`src/rtl/cgfs_pkg.sv`:
```
`default_nettype none
// ----------------------------------------------------------------------------
// cgfs_pkg: shared types and constants
// Widths, register indexes and the controller/datapath command bundle.
// ----------------------------------------------------------------------------
package cgfs_pkg;

  localparam int unsigned NumberBitsDef = 32;
  localparam int unsigned CoeffW        = 6;
  localparam int unsigned StepW         = 15;
  localparam int unsigned DivW          = 32;
  localparam int unsigned TestsW        = 21;
  localparam int unsigned CfgIdxW       = 2;
  localparam int unsigned CfgDataW      = 32;

  localparam logic [CfgIdxW-1:0] RegMode   = 2'd0;
  localparam logic [CfgIdxW-1:0] RegCoefLo = 2'd1;
  localparam logic [CfgIdxW-1:0] RegCoefHi = 2'd2;

  localparam logic [CoeffW-1:0] CoefLoRst = 6'd2;
  localparam logic [CoeffW-1:0] CoefHiRst = 6'd31;

  // controller -> datapath commands
  typedef struct packed {
    logic load;       // latch number, clear counters, start sqrt
    logic sqrt_step;  // one sqrt digit
    logic start_coef; // set a = first coefficient, t = 1, own = 0
    logic next_coef;  // a++, t = 1, own = 0
    logic form_arg;   // compute a*t*t-1 (two multiply stages)
    logic gcd_init;   // x = n, y = arg
    logic gcd_step;   // one remainder bit step
    logic count;      // tests++, own++
    logic next_t;     // t++
  } cgfs_cmd_t;

  // datapath -> controller status
  typedef struct packed {
    logic trivial;    // n < 4 or range empty
    logic sqrt_done;
    logic t_over;     // t > max_t
    logic gcd_done;   // y == 0 and no division running
    logic hit;        // 1 < g < n
    logic a_last;     // a == hi
    logic mul_done;
  } cgfs_sts_t;

endpackage
`default_nettype wire

```
`src/rtl/cgfs_if.sv`:
```
`default_nettype none
// ----------------------------------------------------------------------------
// cgfs_if: valid/ready channels
// Input word, result word and configuration write channels.
// ----------------------------------------------------------------------------
interface cgfs_in_if #(parameter int unsigned NumberBits = 32);
  logic                  valid;
  logic                  ready;
  logic [NumberBits-1:0] number;
  modport source (output valid, number, input ready);
  modport sink   (input valid, number, output ready);
endinterface

interface cgfs_out_if;
  import cgfs_pkg::*;
  logic              valid;
  logic              ready;
  logic              found;
  logic [CoeffW-1:0] coefficient;
  logic [StepW-1:0]  hit_step;
  logic [DivW-1:0]   divisor;
  logic [TestsW-1:0] tests_made;
  logic              last;
  modport source (output valid, found, coefficient, hit_step, divisor, tests_made, last,
                  input ready);
  modport sink   (input valid, found, coefficient, hit_step, divisor, tests_made, last,
                  output ready);
endinterface

interface cgfs_cfg_if;
  import cgfs_pkg::*;
  logic                valid;
  logic                ready;
  logic [CfgIdxW-1:0]  index;
  logic [CfgDataW-1:0] data;
  modport source (output valid, index, data, input ready);
  modport sink   (input valid, index, data, output ready);
endinterface
`default_nettype wire

```
`src/rtl/cgfs_datapath.sv`:
```
`default_nettype none
// ----------------------------------------------------------------------------
// cgfs_datapath: search datapath
// Bit-serial sqrt, argument multiplier, restoring-division gcd, counters.
// ----------------------------------------------------------------------------
module cgfs_datapath import cgfs_pkg::*; #(
  parameter int unsigned NumberBits = NumberBitsDef
) (
  input  wire logic              clk_i,
  input  wire logic              rst_ni,
  input  wire cgfs_cmd_t         cmd_i,
  output      cgfs_sts_t         sts_o,
  input  wire logic [NumberBits-1:0] number_i,
  input  wire logic [CoeffW-1:0] lo_i,
  input  wire logic [CoeffW-1:0] hi_i,
  output      logic [CoeffW-1:0] a_o,
  output      logic [StepW-1:0]  t_o,
  output      logic [DivW-1:0]   g_o,
  output      logic [TestsW-1:0] tests_o,
  output      logic [TestsW-1:0] own_o
);
  localparam int unsigned NW   = NumberBits;
  localparam int unsigned RW   = (NW + 1) / 2;        // sqrt width
  localparam int unsigned TW   = RW;                  // t width (t <= max_t+1)
  localparam int unsigned AW   = CoeffW + 2 * TW;     // a*t*t width
  localparam int unsigned SqCW = $clog2(RW + 1);

  logic [NW-1:0] n_q;
  logic [CoeffW-1:0] lo_eff;
  assign lo_eff = (lo_i == '0) ? CoeffW'(1) : lo_i;

  // bit-serial integer square root, two bits of n per step
  logic [NW+1:0] srem_q, srem_d;
  logic [RW-1:0] sres_q;
  logic [SqCW-1:0] scnt_q;
  logic [NW+1:0] strial;
  logic [NW+1:0] stop_bits;
  assign stop_bits = {2'b00, n_q} >> (2 * (scnt_q - SqCW'(1)));
  assign srem_d    = {srem_q[NW-1:0], stop_bits[1:0]};
  assign strial    = (NW+2)'({sres_q, 2'b01});

  always_ff @(posedge clk_i or negedge rst_ni) begin
    if (!rst_ni) begin
      scnt_q <= '0;
    end else if (cmd_i.load) begin
      scnt_q <= SqCW'(RW);
    end else if (cmd_i.sqrt_step && scnt_q != '0) begin
      scnt_q <= scnt_q - SqCW'(1);
    end
  end

  always_ff @(posedge clk_i) begin
    if (cmd_i.load) begin
      n_q    <= number_i;
      srem_q <= '0;
      sres_q <= '0;
    end else if (cmd_i.sqrt_step && scnt_q != '0) begin
      if (srem_d >= strial) begin
        srem_q <= srem_d - strial;
        sres_q <= {sres_q[RW-2:0], 1'b1};
      end else begin
        srem_q <= srem_d;
        sres_q <= {sres_q[RW-2:0], 1'b0};
      end
    end
  end

  logic [TW-1:0] max_t;
  assign max_t = TW'(sres_q >> 1);

  // coefficient and step counters
  logic [CoeffW-1:0] a_q;
  logic [TW-1:0]     t_q;
  logic [TestsW-1:0] tests_q, own_q;
  always_ff @(posedge clk_i) begin
    if (cmd_i.load) begin
      tests_q <= '0;
    end else if (cmd_i.count && tests_q != '1) begin
      tests_q <= tests_q + TestsW'(1);
    end
    if (cmd_i.start_coef) begin
      a_q <= lo_eff; t_q <= TW'(1); own_q <= '0;
    end else if (cmd_i.next_coef) begin
      a_q <= a_q + CoeffW'(1); t_q <= TW'(1); own_q <= '0;
    end else begin
      if (cmd_i.next_t) t_q <= t_q + TW'(1);
      if (cmd_i.count && own_q != '1) own_q <= own_q + TestsW'(1);
    end
  end

  // argument a*t*t-1, two stages; the second feeds the gcd registers directly
  logic [2*TW-1:0] tt_q;
  logic [AW-1:0]   arg_d;
  logic            mstage_q;
  assign arg_d = AW'(a_q) * AW'(tt_q) - AW'(1);
  always_ff @(posedge clk_i or negedge rst_ni) begin
    if (!rst_ni) mstage_q <= 1'b0;
    else if (cmd_i.form_arg) mstage_q <= ~mstage_q;
  end
  always_ff @(posedge clk_i) begin
    if (cmd_i.form_arg && !mstage_q) tt_q <= t_q * t_q;
  end

  // gcd by remainders; each remainder is a restoring division, one bit a cycle
  localparam int unsigned GW = (AW > NW) ? AW : NW;
  localparam int unsigned GCW = $clog2(GW + 1);
  logic [GW-1:0] gx_q, gy_q, gr_q, gq_q;
  logic [GCW-1:0] gcnt_q;
  logic           gdiv_q;
  logic [GW:0]    gsh;
  assign gsh = {gr_q, gq_q[GW-1]};

  always_ff @(posedge clk_i or negedge rst_ni) begin
    if (!rst_ni) begin
      gdiv_q <= 1'b0;
      gcnt_q <= '0;
    end else if (cmd_i.gcd_init) begin
      gdiv_q <= 1'b0;
      gcnt_q <= '0;
    end else if (cmd_i.gcd_step) begin
      if (!gdiv_q) begin
        if (gy_q != '0) begin
          gdiv_q <= 1'b1;
          gcnt_q <= GCW'(GW);
        end
      end else if (gcnt_q == GCW'(1)) begin
        gdiv_q <= 1'b0;
        gcnt_q <= '0;
      end else begin
        gcnt_q <= gcnt_q - GCW'(1);
      end
    end
  end

  always_ff @(posedge clk_i) begin
    if (cmd_i.gcd_init) begin
      gx_q <= GW'(n_q);
      gy_q <= GW'(arg_d);
    end else if (cmd_i.gcd_step) begin
      if (!gdiv_q) begin
        gr_q <= '0;
        gq_q <= gx_q;
      end else begin
        if (gsh >= {1'b0, gy_q}) begin
          gr_q <= GW'(gsh - {1'b0, gy_q});
        end else begin
          gr_q <= GW'(gsh);
        end
        gq_q <= {gq_q[GW-2:0], 1'b0};
        if (gcnt_q == GCW'(1)) begin
          gx_q <= gy_q;
          gy_q <= (gsh >= {1'b0, gy_q}) ? GW'(gsh - {1'b0, gy_q}) : GW'(gsh);
        end
      end
    end
  end

  assign sts_o.trivial   = (n_q < NW'(4)) || (lo_eff > hi_i);
  assign sts_o.sqrt_done = (scnt_q == '0);
  assign sts_o.t_over    = (t_q > max_t);
  assign sts_o.gcd_done  = !gdiv_q && (gy_q == '0);
  assign sts_o.hit       = (gx_q > GW'(1)) && (gx_q < GW'(n_q));
  assign sts_o.a_last    = (a_q == hi_i);
  assign sts_o.mul_done  = mstage_q;

  assign a_o     = a_q;
  assign t_o     = StepW'(t_q);
  assign g_o     = DivW'(gx_q);
  assign tests_o = tests_q;
  assign own_o   = own_q;

`ifndef SYNTHESIS
  // a division is never mid-flight when the counter is zero
  assert property (@(posedge clk_i) disable iff (!rst_ni) gdiv_q |-> gcnt_q != '0)
    else $error("gcd divider active with zero count");
  // sqrt count only falls while stepping
  assert property (@(posedge clk_i) disable iff (!rst_ni)
    !cmd_i.load && !cmd_i.sqrt_step |=> $stable(scnt_q))
    else $error("sqrt counter moved without a step");
  // tests counter never decreases while counting
  assert property (@(posedge clk_i) disable iff (!rst_ni)
    cmd_i.count |=> tests_q >= $past(tests_q))
    else $error("tests counter went down");
`endif
endmodule
`default_nettype wire

```
`src/rtl/cgfs_ctrl.sv`:
```
`default_nettype none
// ----------------------------------------------------------------------------
// cgfs_ctrl: search controller
// Sequences sqrt, per-coefficient loops, gcd tests and result hand-off.
// ----------------------------------------------------------------------------
module cgfs_ctrl import cgfs_pkg::*; (
  input  wire logic      clk_i,
  input  wire logic      rst_ni,
  input  wire logic      in_valid_i,
  output      logic      in_ready_o,
  input  wire logic      mode_i,
  input  wire cgfs_sts_t sts_i,
  output      cgfs_cmd_t cmd_o,
  output      logic      out_load_o,   // capture a result word
  output      logic      out_found_o,
  output      logic      out_small_o,  // all-zero last word
  output      logic      out_last_o,
  output      logic      out_miss_seq_o,
  input  wire logic      out_free_i    // output register empty or draining
);
  typedef enum logic [8:0] {
    StIdle  = 9'b000000001,
    StSqrt  = 9'b000000010,
    StCheck = 9'b000000100,
    StTest  = 9'b000001000,
    StMul   = 9'b000010000,
    StGcd   = 9'b000100000,
    StJudge = 9'b001000000,
    StEmit  = 9'b010000000,
    StNext  = 9'b100000000
  } cgfs_state_e;

  cgfs_state_e state_q, state_d;
  logic        hit_q, hit_d;

  always_ff @(posedge clk_i or negedge rst_ni) begin
    if (!rst_ni) begin
      state_q <= StIdle;
      hit_q   <= 1'b0;
    end else begin
      state_q <= state_d;
      hit_q   <= hit_d;
    end
  end

  always_comb begin
    state_d        = state_q;
    hit_d          = hit_q;
    cmd_o          = '0;
    in_ready_o     = 1'b0;
    out_load_o     = 1'b0;
    out_found_o    = hit_q;
    out_small_o    = 1'b0;
    out_last_o     = 1'b0;
    out_miss_seq_o = 1'b0;
    unique case (state_q)
      StIdle: begin
        in_ready_o = 1'b1;
        if (in_valid_i) begin
          cmd_o.load = 1'b1;
          state_d    = StSqrt;
        end
      end
      StSqrt: begin
        cmd_o.sqrt_step = 1'b1;
        if (sts_i.sqrt_done) state_d = StCheck;
      end
      StCheck: begin
        if (sts_i.trivial) begin
          if (out_free_i) begin
            out_load_o  = 1'b1;
            out_small_o = 1'b1;
            out_last_o  = 1'b1;
            state_d     = StIdle;
          end
        end else begin
          cmd_o.start_coef = 1'b1;
          hit_d            = 1'b0;
          state_d          = StTest;
        end
      end
      StTest: begin
        if (sts_i.t_over) state_d = StEmit;
        else state_d = StMul;
      end
      StMul: begin
        cmd_o.form_arg = 1'b1;
        // gcd registers take the argument as the multiplier finishes
        if (sts_i.mul_done) begin
          cmd_o.gcd_init = 1'b1;
          state_d        = StGcd;
        end
      end
      StGcd: begin
        if (sts_i.gcd_done) begin
          cmd_o.count = 1'b1;
          state_d     = StJudge;
        end else begin
          cmd_o.gcd_step = 1'b1;
        end
      end
      StJudge: begin
        if (sts_i.hit) begin
          hit_d   = 1'b1;
          state_d = StEmit;
        end else begin
          cmd_o.next_t = 1'b1;
          state_d      = StTest;
        end
      end
      StEmit: begin
        if (mode_i) begin
          if (out_free_i) begin
            out_load_o = 1'b1;
            out_last_o = sts_i.a_last;
            state_d    = sts_i.a_last ? StIdle : StNext;
          end
        end else if (hit_q || sts_i.a_last) begin
          if (out_free_i) begin
            out_load_o     = 1'b1;
            out_last_o     = 1'b1;
            out_miss_seq_o = !hit_q;
            state_d        = StIdle;
          end
        end else begin
          state_d = StNext;
        end
      end
      StNext: begin
        cmd_o.next_coef = 1'b1;
        hit_d           = 1'b0;
        state_d         = StTest;
      end
      default: state_d = StIdle;
    endcase
  end

`ifndef SYNTHESIS
  // new numbers only taken when idle
  assert property (@(posedge clk_i) disable iff (!rst_ni)
    in_ready_o |-> state_q == StIdle)
    else $error("input taken while busy");
  // a result word is captured only when the register can take it
  assert property (@(posedge clk_i) disable iff (!rst_ni) out_load_o |-> out_free_i)
    else $error("result overwrote pending word");
  // a hit is only judged after a finished gcd
  assert property (@(posedge clk_i) disable iff (!rst_ni)
    state_q == StJudge |-> $past(state_q) == StGcd)
    else $error("judge without gcd");
`endif
endmodule
`default_nettype wire

```
`src/rtl/coefficient_gcd_factor_search.sv`:
```
`default_nettype none
// ----------------------------------------------------------------------------
// coefficient_gcd_factor_search: gcd-based factor search over coefficients
// Tries gcd(n, a*t*t-1) for a in the coefficient range and t = 1..sqrt(n)/2.
// ----------------------------------------------------------------------------
// One number is searched at a time; the input is ready only while the block is
// idle, and configuration words belong between numbers. After acceptance a
// bit-serial square root runs, then a range check. Each test then checks t,
// forms a*t*t-1 in the multiplier and runs Euclid remainder steps, each a
// setup step plus a restoring-division step for each bit of the divider,
// which is as wide as the wider of the number and the a*t*t argument; the
// controller then sees the gcd finish and judges it. The gcd divider, one bit
// per cycle, dominates the search time. Results sit in a one-word output
// register, so the search goes on while a word waits to be taken and stalls
// only when the next word is ready before the waiting one has left.
module coefficient_gcd_factor_search import cgfs_pkg::*; #(
  parameter int unsigned NumberBits = NumberBitsDef
) (
  input wire logic clk_i,
  input wire logic rst_ni,
  cgfs_in_if.sink  in_ch,
  cgfs_out_if.source out_ch,
  cgfs_cfg_if.sink cfg_ch
);
  // configuration registers
  logic              mode_q;
  logic [CoeffW-1:0] lo_q, hi_q;
  assign cfg_ch.ready = 1'b1;
  always_ff @(posedge clk_i or negedge rst_ni) begin
    if (!rst_ni) begin
      mode_q <= 1'b0;
      lo_q   <= CoefLoRst;
      hi_q   <= CoefHiRst;
    end else if (cfg_ch.valid) begin
      unique case (cfg_ch.index)
        RegMode:   mode_q <= cfg_ch.data[0];
        RegCoefLo: lo_q   <= cfg_ch.data[CoeffW-1:0];
        RegCoefHi: hi_q   <= cfg_ch.data[CoeffW-1:0];
        default: ;
      endcase
    end
  end

  cgfs_cmd_t cmd;
  cgfs_sts_t sts;
  logic [CoeffW-1:0] a;
  logic [StepW-1:0]  t;
  logic [DivW-1:0]   g;
  logic [TestsW-1:0] tests, own;
  logic out_load, out_found, out_small, out_last, out_miss_seq, out_free;

  cgfs_datapath #(.NumberBits(NumberBits)) u_dp (
    .clk_i, .rst_ni, .cmd_i(cmd), .sts_o(sts), .number_i(in_ch.number),
    .lo_i(lo_q), .hi_i(hi_q), .a_o(a), .t_o(t), .g_o(g),
    .tests_o(tests), .own_o(own)
  );

  cgfs_ctrl u_ctrl (
    .clk_i, .rst_ni, .in_valid_i(in_ch.valid), .in_ready_o(in_ch.ready),
    .mode_i(mode_q), .sts_i(sts), .cmd_o(cmd), .out_load_o(out_load),
    .out_found_o(out_found), .out_small_o(out_small), .out_last_o(out_last),
    .out_miss_seq_o(out_miss_seq), .out_free_i(out_free)
  );

  // output register
  logic ovalid_q;
  assign out_free = !ovalid_q || out_ch.ready;
  always_ff @(posedge clk_i or negedge rst_ni) begin
    if (!rst_ni) ovalid_q <= 1'b0;
    else if (out_load) ovalid_q <= 1'b1;
    else if (out_ch.ready) ovalid_q <= 1'b0;
  end
  always_ff @(posedge clk_i) begin
    if (out_load) begin
      out_ch.found       <= out_found && !out_small;
      out_ch.coefficient <= (out_small || out_miss_seq) ? '0 : a;
      out_ch.hit_step    <= (out_found && !out_small) ? t : '0;
      out_ch.divisor     <= (out_found && !out_small) ? g : '0;
      out_ch.tests_made  <= out_small ? '0 : (mode_q ? own : tests);
      out_ch.last        <= out_last;
    end
  end
  assign out_ch.valid = ovalid_q;

`ifndef SYNTHESIS
  // a waiting word holds while stalled
  assert property (@(posedge clk_i) disable iff (!rst_ni)
    out_ch.valid && !out_ch.ready |=> out_ch.valid && $stable(out_ch.divisor))
    else $error("result changed while stalled");
  // found words carry a nonzero step
  assert property (@(posedge clk_i) disable iff (!rst_ni)
    out_ch.valid && out_ch.found |-> out_ch.hit_step != '0)
    else $error("hit with zero step");
  // no new number accepted while a result is being built
  assert property (@(posedge clk_i) disable iff (!rst_ni)
    in_ch.valid && in_ch.ready |=> !in_ch.ready)
    else $error("back-to-back accept");
`endif
endmodule
`default_nettype wire
```
`src/flat_wrapper.sv`:
```
// flat-port wrapper written by rule: the top's interface ports become plain ports
module coefficient_gcd_factor_search_flat import cgfs_pkg::*;
#(
  parameter int unsigned NumberBits = NumberBitsDef
)
  (clk_i, rst_ni, in_ch_valid, in_ch_number, in_ch_ready, out_ch_valid, out_ch_found, out_ch_coefficient, out_ch_hit_step, out_ch_divisor, out_ch_tests_made, out_ch_last, out_ch_ready, cfg_ch_valid, cfg_ch_index, cfg_ch_data, cfg_ch_ready);
  cgfs_in_if #(.NumberBits(NumberBits)) in_ch_i ();
  cgfs_out_if out_ch_i ();
  cgfs_cfg_if cfg_ch_i ();
  input wire logic clk_i;
  input wire logic rst_ni;
  input wire logic [$bits(in_ch_i.valid)-1:0] in_ch_valid;
  input wire logic [$bits(in_ch_i.number)-1:0] in_ch_number;
  output wire logic [$bits(in_ch_i.ready)-1:0] in_ch_ready;
  output wire logic [$bits(out_ch_i.valid)-1:0] out_ch_valid;
  output wire logic [$bits(out_ch_i.found)-1:0] out_ch_found;
  output wire logic [$bits(out_ch_i.coefficient)-1:0] out_ch_coefficient;
  output wire logic [$bits(out_ch_i.hit_step)-1:0] out_ch_hit_step;
  output wire logic [$bits(out_ch_i.divisor)-1:0] out_ch_divisor;
  output wire logic [$bits(out_ch_i.tests_made)-1:0] out_ch_tests_made;
  output wire logic [$bits(out_ch_i.last)-1:0] out_ch_last;
  input wire logic [$bits(out_ch_i.ready)-1:0] out_ch_ready;
  input wire logic [$bits(cfg_ch_i.valid)-1:0] cfg_ch_valid;
  input wire logic [$bits(cfg_ch_i.index)-1:0] cfg_ch_index;
  input wire logic [$bits(cfg_ch_i.data)-1:0] cfg_ch_data;
  output wire logic [$bits(cfg_ch_i.ready)-1:0] cfg_ch_ready;
  assign in_ch_i.valid = in_ch_valid;
  assign in_ch_i.number = in_ch_number;
  assign in_ch_ready = in_ch_i.ready;
  assign out_ch_valid = out_ch_i.valid;
  assign out_ch_found = out_ch_i.found;
  assign out_ch_coefficient = out_ch_i.coefficient;
  assign out_ch_hit_step = out_ch_i.hit_step;
  assign out_ch_divisor = out_ch_i.divisor;
  assign out_ch_tests_made = out_ch_i.tests_made;
  assign out_ch_last = out_ch_i.last;
  assign out_ch_i.ready = out_ch_ready;
  assign cfg_ch_i.valid = cfg_ch_valid;
  assign cfg_ch_i.index = cfg_ch_index;
  assign cfg_ch_i.data = cfg_ch_data;
  assign cfg_ch_ready = cfg_ch_i.ready;
  coefficient_gcd_factor_search #(.NumberBits(NumberBits)) u_core (.clk_i(clk_i), .rst_ni(rst_ni), .in_ch(in_ch_i), .out_ch(out_ch_i), .cfg_ch(cfg_ch_i));
endmodule
```
`config.mk`:
```
export PLATFORM = sky130hd
export DESIGN_NAME = coefficient_gcd_factor_search_flat
export DESIGN_NICKNAME = d
export VERILOG_FILES = /design/src/rtl/cgfs_pkg.sv /design/src/rtl/cgfs_if.sv /design/src/rtl/cgfs_datapath.sv /design/src/rtl/cgfs_ctrl.sv /design/src/rtl/coefficient_gcd_factor_search.sv /design/src/flat_wrapper.sv
export SDC_FILE = /design/constraint.sdc
export NUM_CORES = 2
export LEC_CHECK = 0
export ABC_AREA = 0
export BUFFER_PORTS_ARGS = -buffer_cell sky130_fd_sc_hd__buf_2
export CAP_MARGIN = 20
export CORE_ASPECT_RATIO = 0.7
export CORE_MARGIN = 2
export CORE_UTILIZATION = 53
export DETAILED_ROUTE_END_ITERATION = 16
export PLACE_DENSITY = 0.73
export SYNTH_ARGS = -nofsm -noshare
export SYNTH_HDL_FRONTEND = slang
export SYNTH_HIERARCHICAL = 1
export SYNTH_SLANG_ARGS = --single-unit
```
`constraint.sdc`:
```
create_clock -name clk_i -period 5.9 [get_ports clk_i]
set_input_delay 0.295 -clock clk_i [delete_from_list [all_inputs] [get_ports clk_i]]
set_output_delay 0.295 -clock clk_i [all_outputs]
set_load 0.02 [all_outputs]
```
==> results.toml <==
[worst_setup_path]
critical_path.slowest_cell = "fa_1"
crit_type = "register to register"
path_common_cell = "fa_1"
worstPathMaxFanout = 5
r2r_cells = 26
start_kind = "register"
rr_endpoint = "u_core/u_dp/tt_q[26]"
cp.arrival_ns = 6.25
worstPathRequired_ns = 6.24
end_kind = "register"
rrSetupSlack_ns = -0.02
cpPeakStageDelay_ns = 0.53
r2r-start = "u_core/u_dp/t_q[3]"

[detailed_routing]
viasPerCell = 5.600
first_pass_iters = 6
wl_per_cell_um = 17.93
drt-total-wl_um = 89910
drc_errors = 0
drtIter0Drc = 2530
vias = 28080
ant_nets = 0

[power]
p_leak_nw = 18.91
vdd_drop_max_v = 0.0002140
powerDensity_nw_per_um2 = 290.2

[die]
fp.dieH_um = 224.9
die_area_sq_um = 71840
dieWidth_um = 319.5
core_area_sq_um = 68570
start_util_pct = 53.86
num_rows = 80
io_pins = 150

[global_route]
use_met3_pct = 4.439
antenna_found_initial = 1
gr-usage-all-layers_pct = 24.88
grtUsageMet2_pct = 37.55
grt_max_degree = 81
grt_overflow = 0
grt_pass1_wl_um = 144600
grt_busiest_layer = "met2"
met1_usage_pct = 37.45
grt_pass1_vias = 27170

[final_layout]
multiInputGateArea_sq_um = 22740
final_util_pct = 61.23
drive_gt1_share_pct = 15.10
final_cell_mix = "inv_1, nand2_1, edfxtp_1, ha_1, fa_1"
nets = 4731
fin_cells = 5015
antennaDiodeCount = 0
regArea_sq_um = 11960
syn2layout_area_growth_pct = 13.68
final_common_cell = "inv_1"
fill_cells = 5495

[sta]
tightest_slew_ns = 1.092
hold_viol_final = 0
fin_crit_sh_pct = 100.3
relSlewSlack_pct = 27.20
fin_tns_setup_ns = -0.03007
finalSetupViolations = 3
max_freq_ghz = 0.1690
fin_worst_skew_ns = 0.02398
min_period_ns = 5.917
whs_ns = 0.1315
finalWorstSetupSlack_ns = -0.01748
slew_viol_final = 0
grt_setup_unrepaired = "yes"

[clock_network]
cts-root-buf = "clkbuf_16"
cts_buffers = 46
clockBufferDepth = 3
clock_sinks = 440
clock_latency_ns = 0.60
clk_pin_slew_worst_paths_ns = 0.06
cts_tree = "done"
h-tree-depth = 2

[synth]
synth_cells = 3846
ys_async_sr_fraction_pct = 8.409
yosys_most_used_dff = "edfxtp_1"
seq_area_frac_synth_pct = 32.26
ys_seq_elements = 440
synth_cell_type_count = 95
yosys_warnings = 6
synth_edf_count = 291
syn_area_per_cell_sq_um = 9.602
syn_area_sq_um = 36930

[run]
cap_violations = 0

[hold_path]
holdPathEnd = "u_core/out_ch.valid"
whs_path_depth = 3
min_from = "out_ch_ready"
hold_path.class = "input port to register"

[placed_design]
dpl.hpwl_um = 67470
placedCellCount = 4862
dp_slack_ns = -0.2524
place_congestion = 0.9453
portBuffers = 122

[outcome]
failed_checks = "negative setup slack"
status = "finished with violations"
## cell type report
| cell class | count | area share [%] |
|---|---|---|
| clock buffer | 55 | 3.019 |
| clock inverter | 31 | 0.8047 |
| inverter | 501 | 4.479 |
| multi-input combinational | 2723 | 54.17 |
| sequential | 440 | 28.48 |
| tap | 902 | 2.688 |
| timing repair buffer | 363 | 6.357 |
## cell usage after synthesis, types with 73 or more instances
| master | number | share of area [%] |
|---|---|---|
| clkbuf_1 | 110 | 1.1 |
| edfxtp_1 | 291 | 24 |
| nor2_1 | 287 | 2.9 |
| a21oi_1 | 182 | 2.5 |
| a21o_1 | 73 | 1.5 |
| fa_1 | 285 | 15 |
| nand2_1 | 394 | 4.0 |
| and2_1 | 184 | 3.1 |
| dfxtp_1 | 112 | 6.1 |
| o21ai_0 | 89 | 1.2 |
| o21ai_1 | 91 | 1.2 |
| ha_1 | 300 | 10 |
| inv_1 | 497 | 5.1 |
| xnor2_1 | 103 | 2.4 |
## worst max path at each step
stage | startpoint | end | slack (ns) | cells after the start
floorplan | u_core/u_dp/t_q[13] | u_core/u_dp/tt_q[31] | -0.003 | 23
global placement | u_core/u_dp/t_q[3] | u_core/u_dp/tt_q[31] | -0.19 | 24
detailed placement | u_core/u_dp/t_q[2] | u_core/u_dp/tt_q[28] | -0.25 | 21
CTS | u_core/u_dp/t_q[2] | u_core/u_dp/tt_q[28] | 0.004 | 21
global route | u_core/u_dp/t_q[9] | u_core/u_dp/tt_q[31] | -0.22 | 23
finish | u_core/u_dp/t_q[3] | u_core/u_dp/tt_q[26] | -0.02 | 26
## registers in the layout, summed over array words and instances (netlist names), 21 cells and up
signal / cells
u_core/u_dp/srem_q: 32
u_core/u_dp/gx_q: 38
u_core/out_ch.tests_made: 21
u_core/u_dp/gr_q: 38
u_core/u_dp/n_q: 32
u_core/u_dp/tests_o: 21
u_core/u_dp/gy_q: 38
u_core/u_dp/own_o: 21
u_core/u_dp/gq_q: 38
u_core/u_dp/tt_q: 31
u_core/out_ch.divisor: 32
## worst max-delay path: cells and delay by family, from the launching register on
kind                     cells  cell delay [ns]
AND/OR/NAND/NOR              3             0.27
AO/OA/AOI/OAI                4             0.63
XOR/XNOR                     1             0.11
buffers and inverters       11             0.91
flip-flops                   1             0.38
adder cells (fa/ha/maj)      7             3.35
## what timing repair did
item,in CTS,in global routing
setup buffers,4,21
pin swaps,31,80
endpoints found under the hold margin,76,0
gates resized for setup,57,101
hold buffers,40,0
endpoints found under the setup margin,12,21
## per-layer routing
metal  vias up  wire length, um
met1     13650            41850
li1      13350                -
met4         2             1822
met3       131             7292
met2       946            38930
met5         -               11
## where the power goes
group / switching [mW] / internal [mW]
registers: 0.307 / 3.60
logic: 2.89 / 2.30
clock network: 1.32 / 1.77
total: 4.52 / 7.67
## per-stage QoR
step                      area [sq um]  power [mW]
after floorplan                  37070       7.347
after global placement           39170       8.622
after detailed placement         39170       8.714
after CTS                        41420       11.97
after global routing             41980       12.95
final                            41980       12.18
## cells by family (layout without fill, tap and decap cells)
logic type	Yosys count	after routing	synth area share, %
AOI/OAI and AO/OA	615	615	10.40
other	3	5	0.03049
DFF	440	440	32.26
muxes	120	120	3.781
adders and majority gates	585	585	25.61
and+or+nand+nor	1224	1224	16.17
xor gates and xnor gates	174	174	4.127
buffers and inverters	685	950	7.616
(Power assumes the default switching activity.)
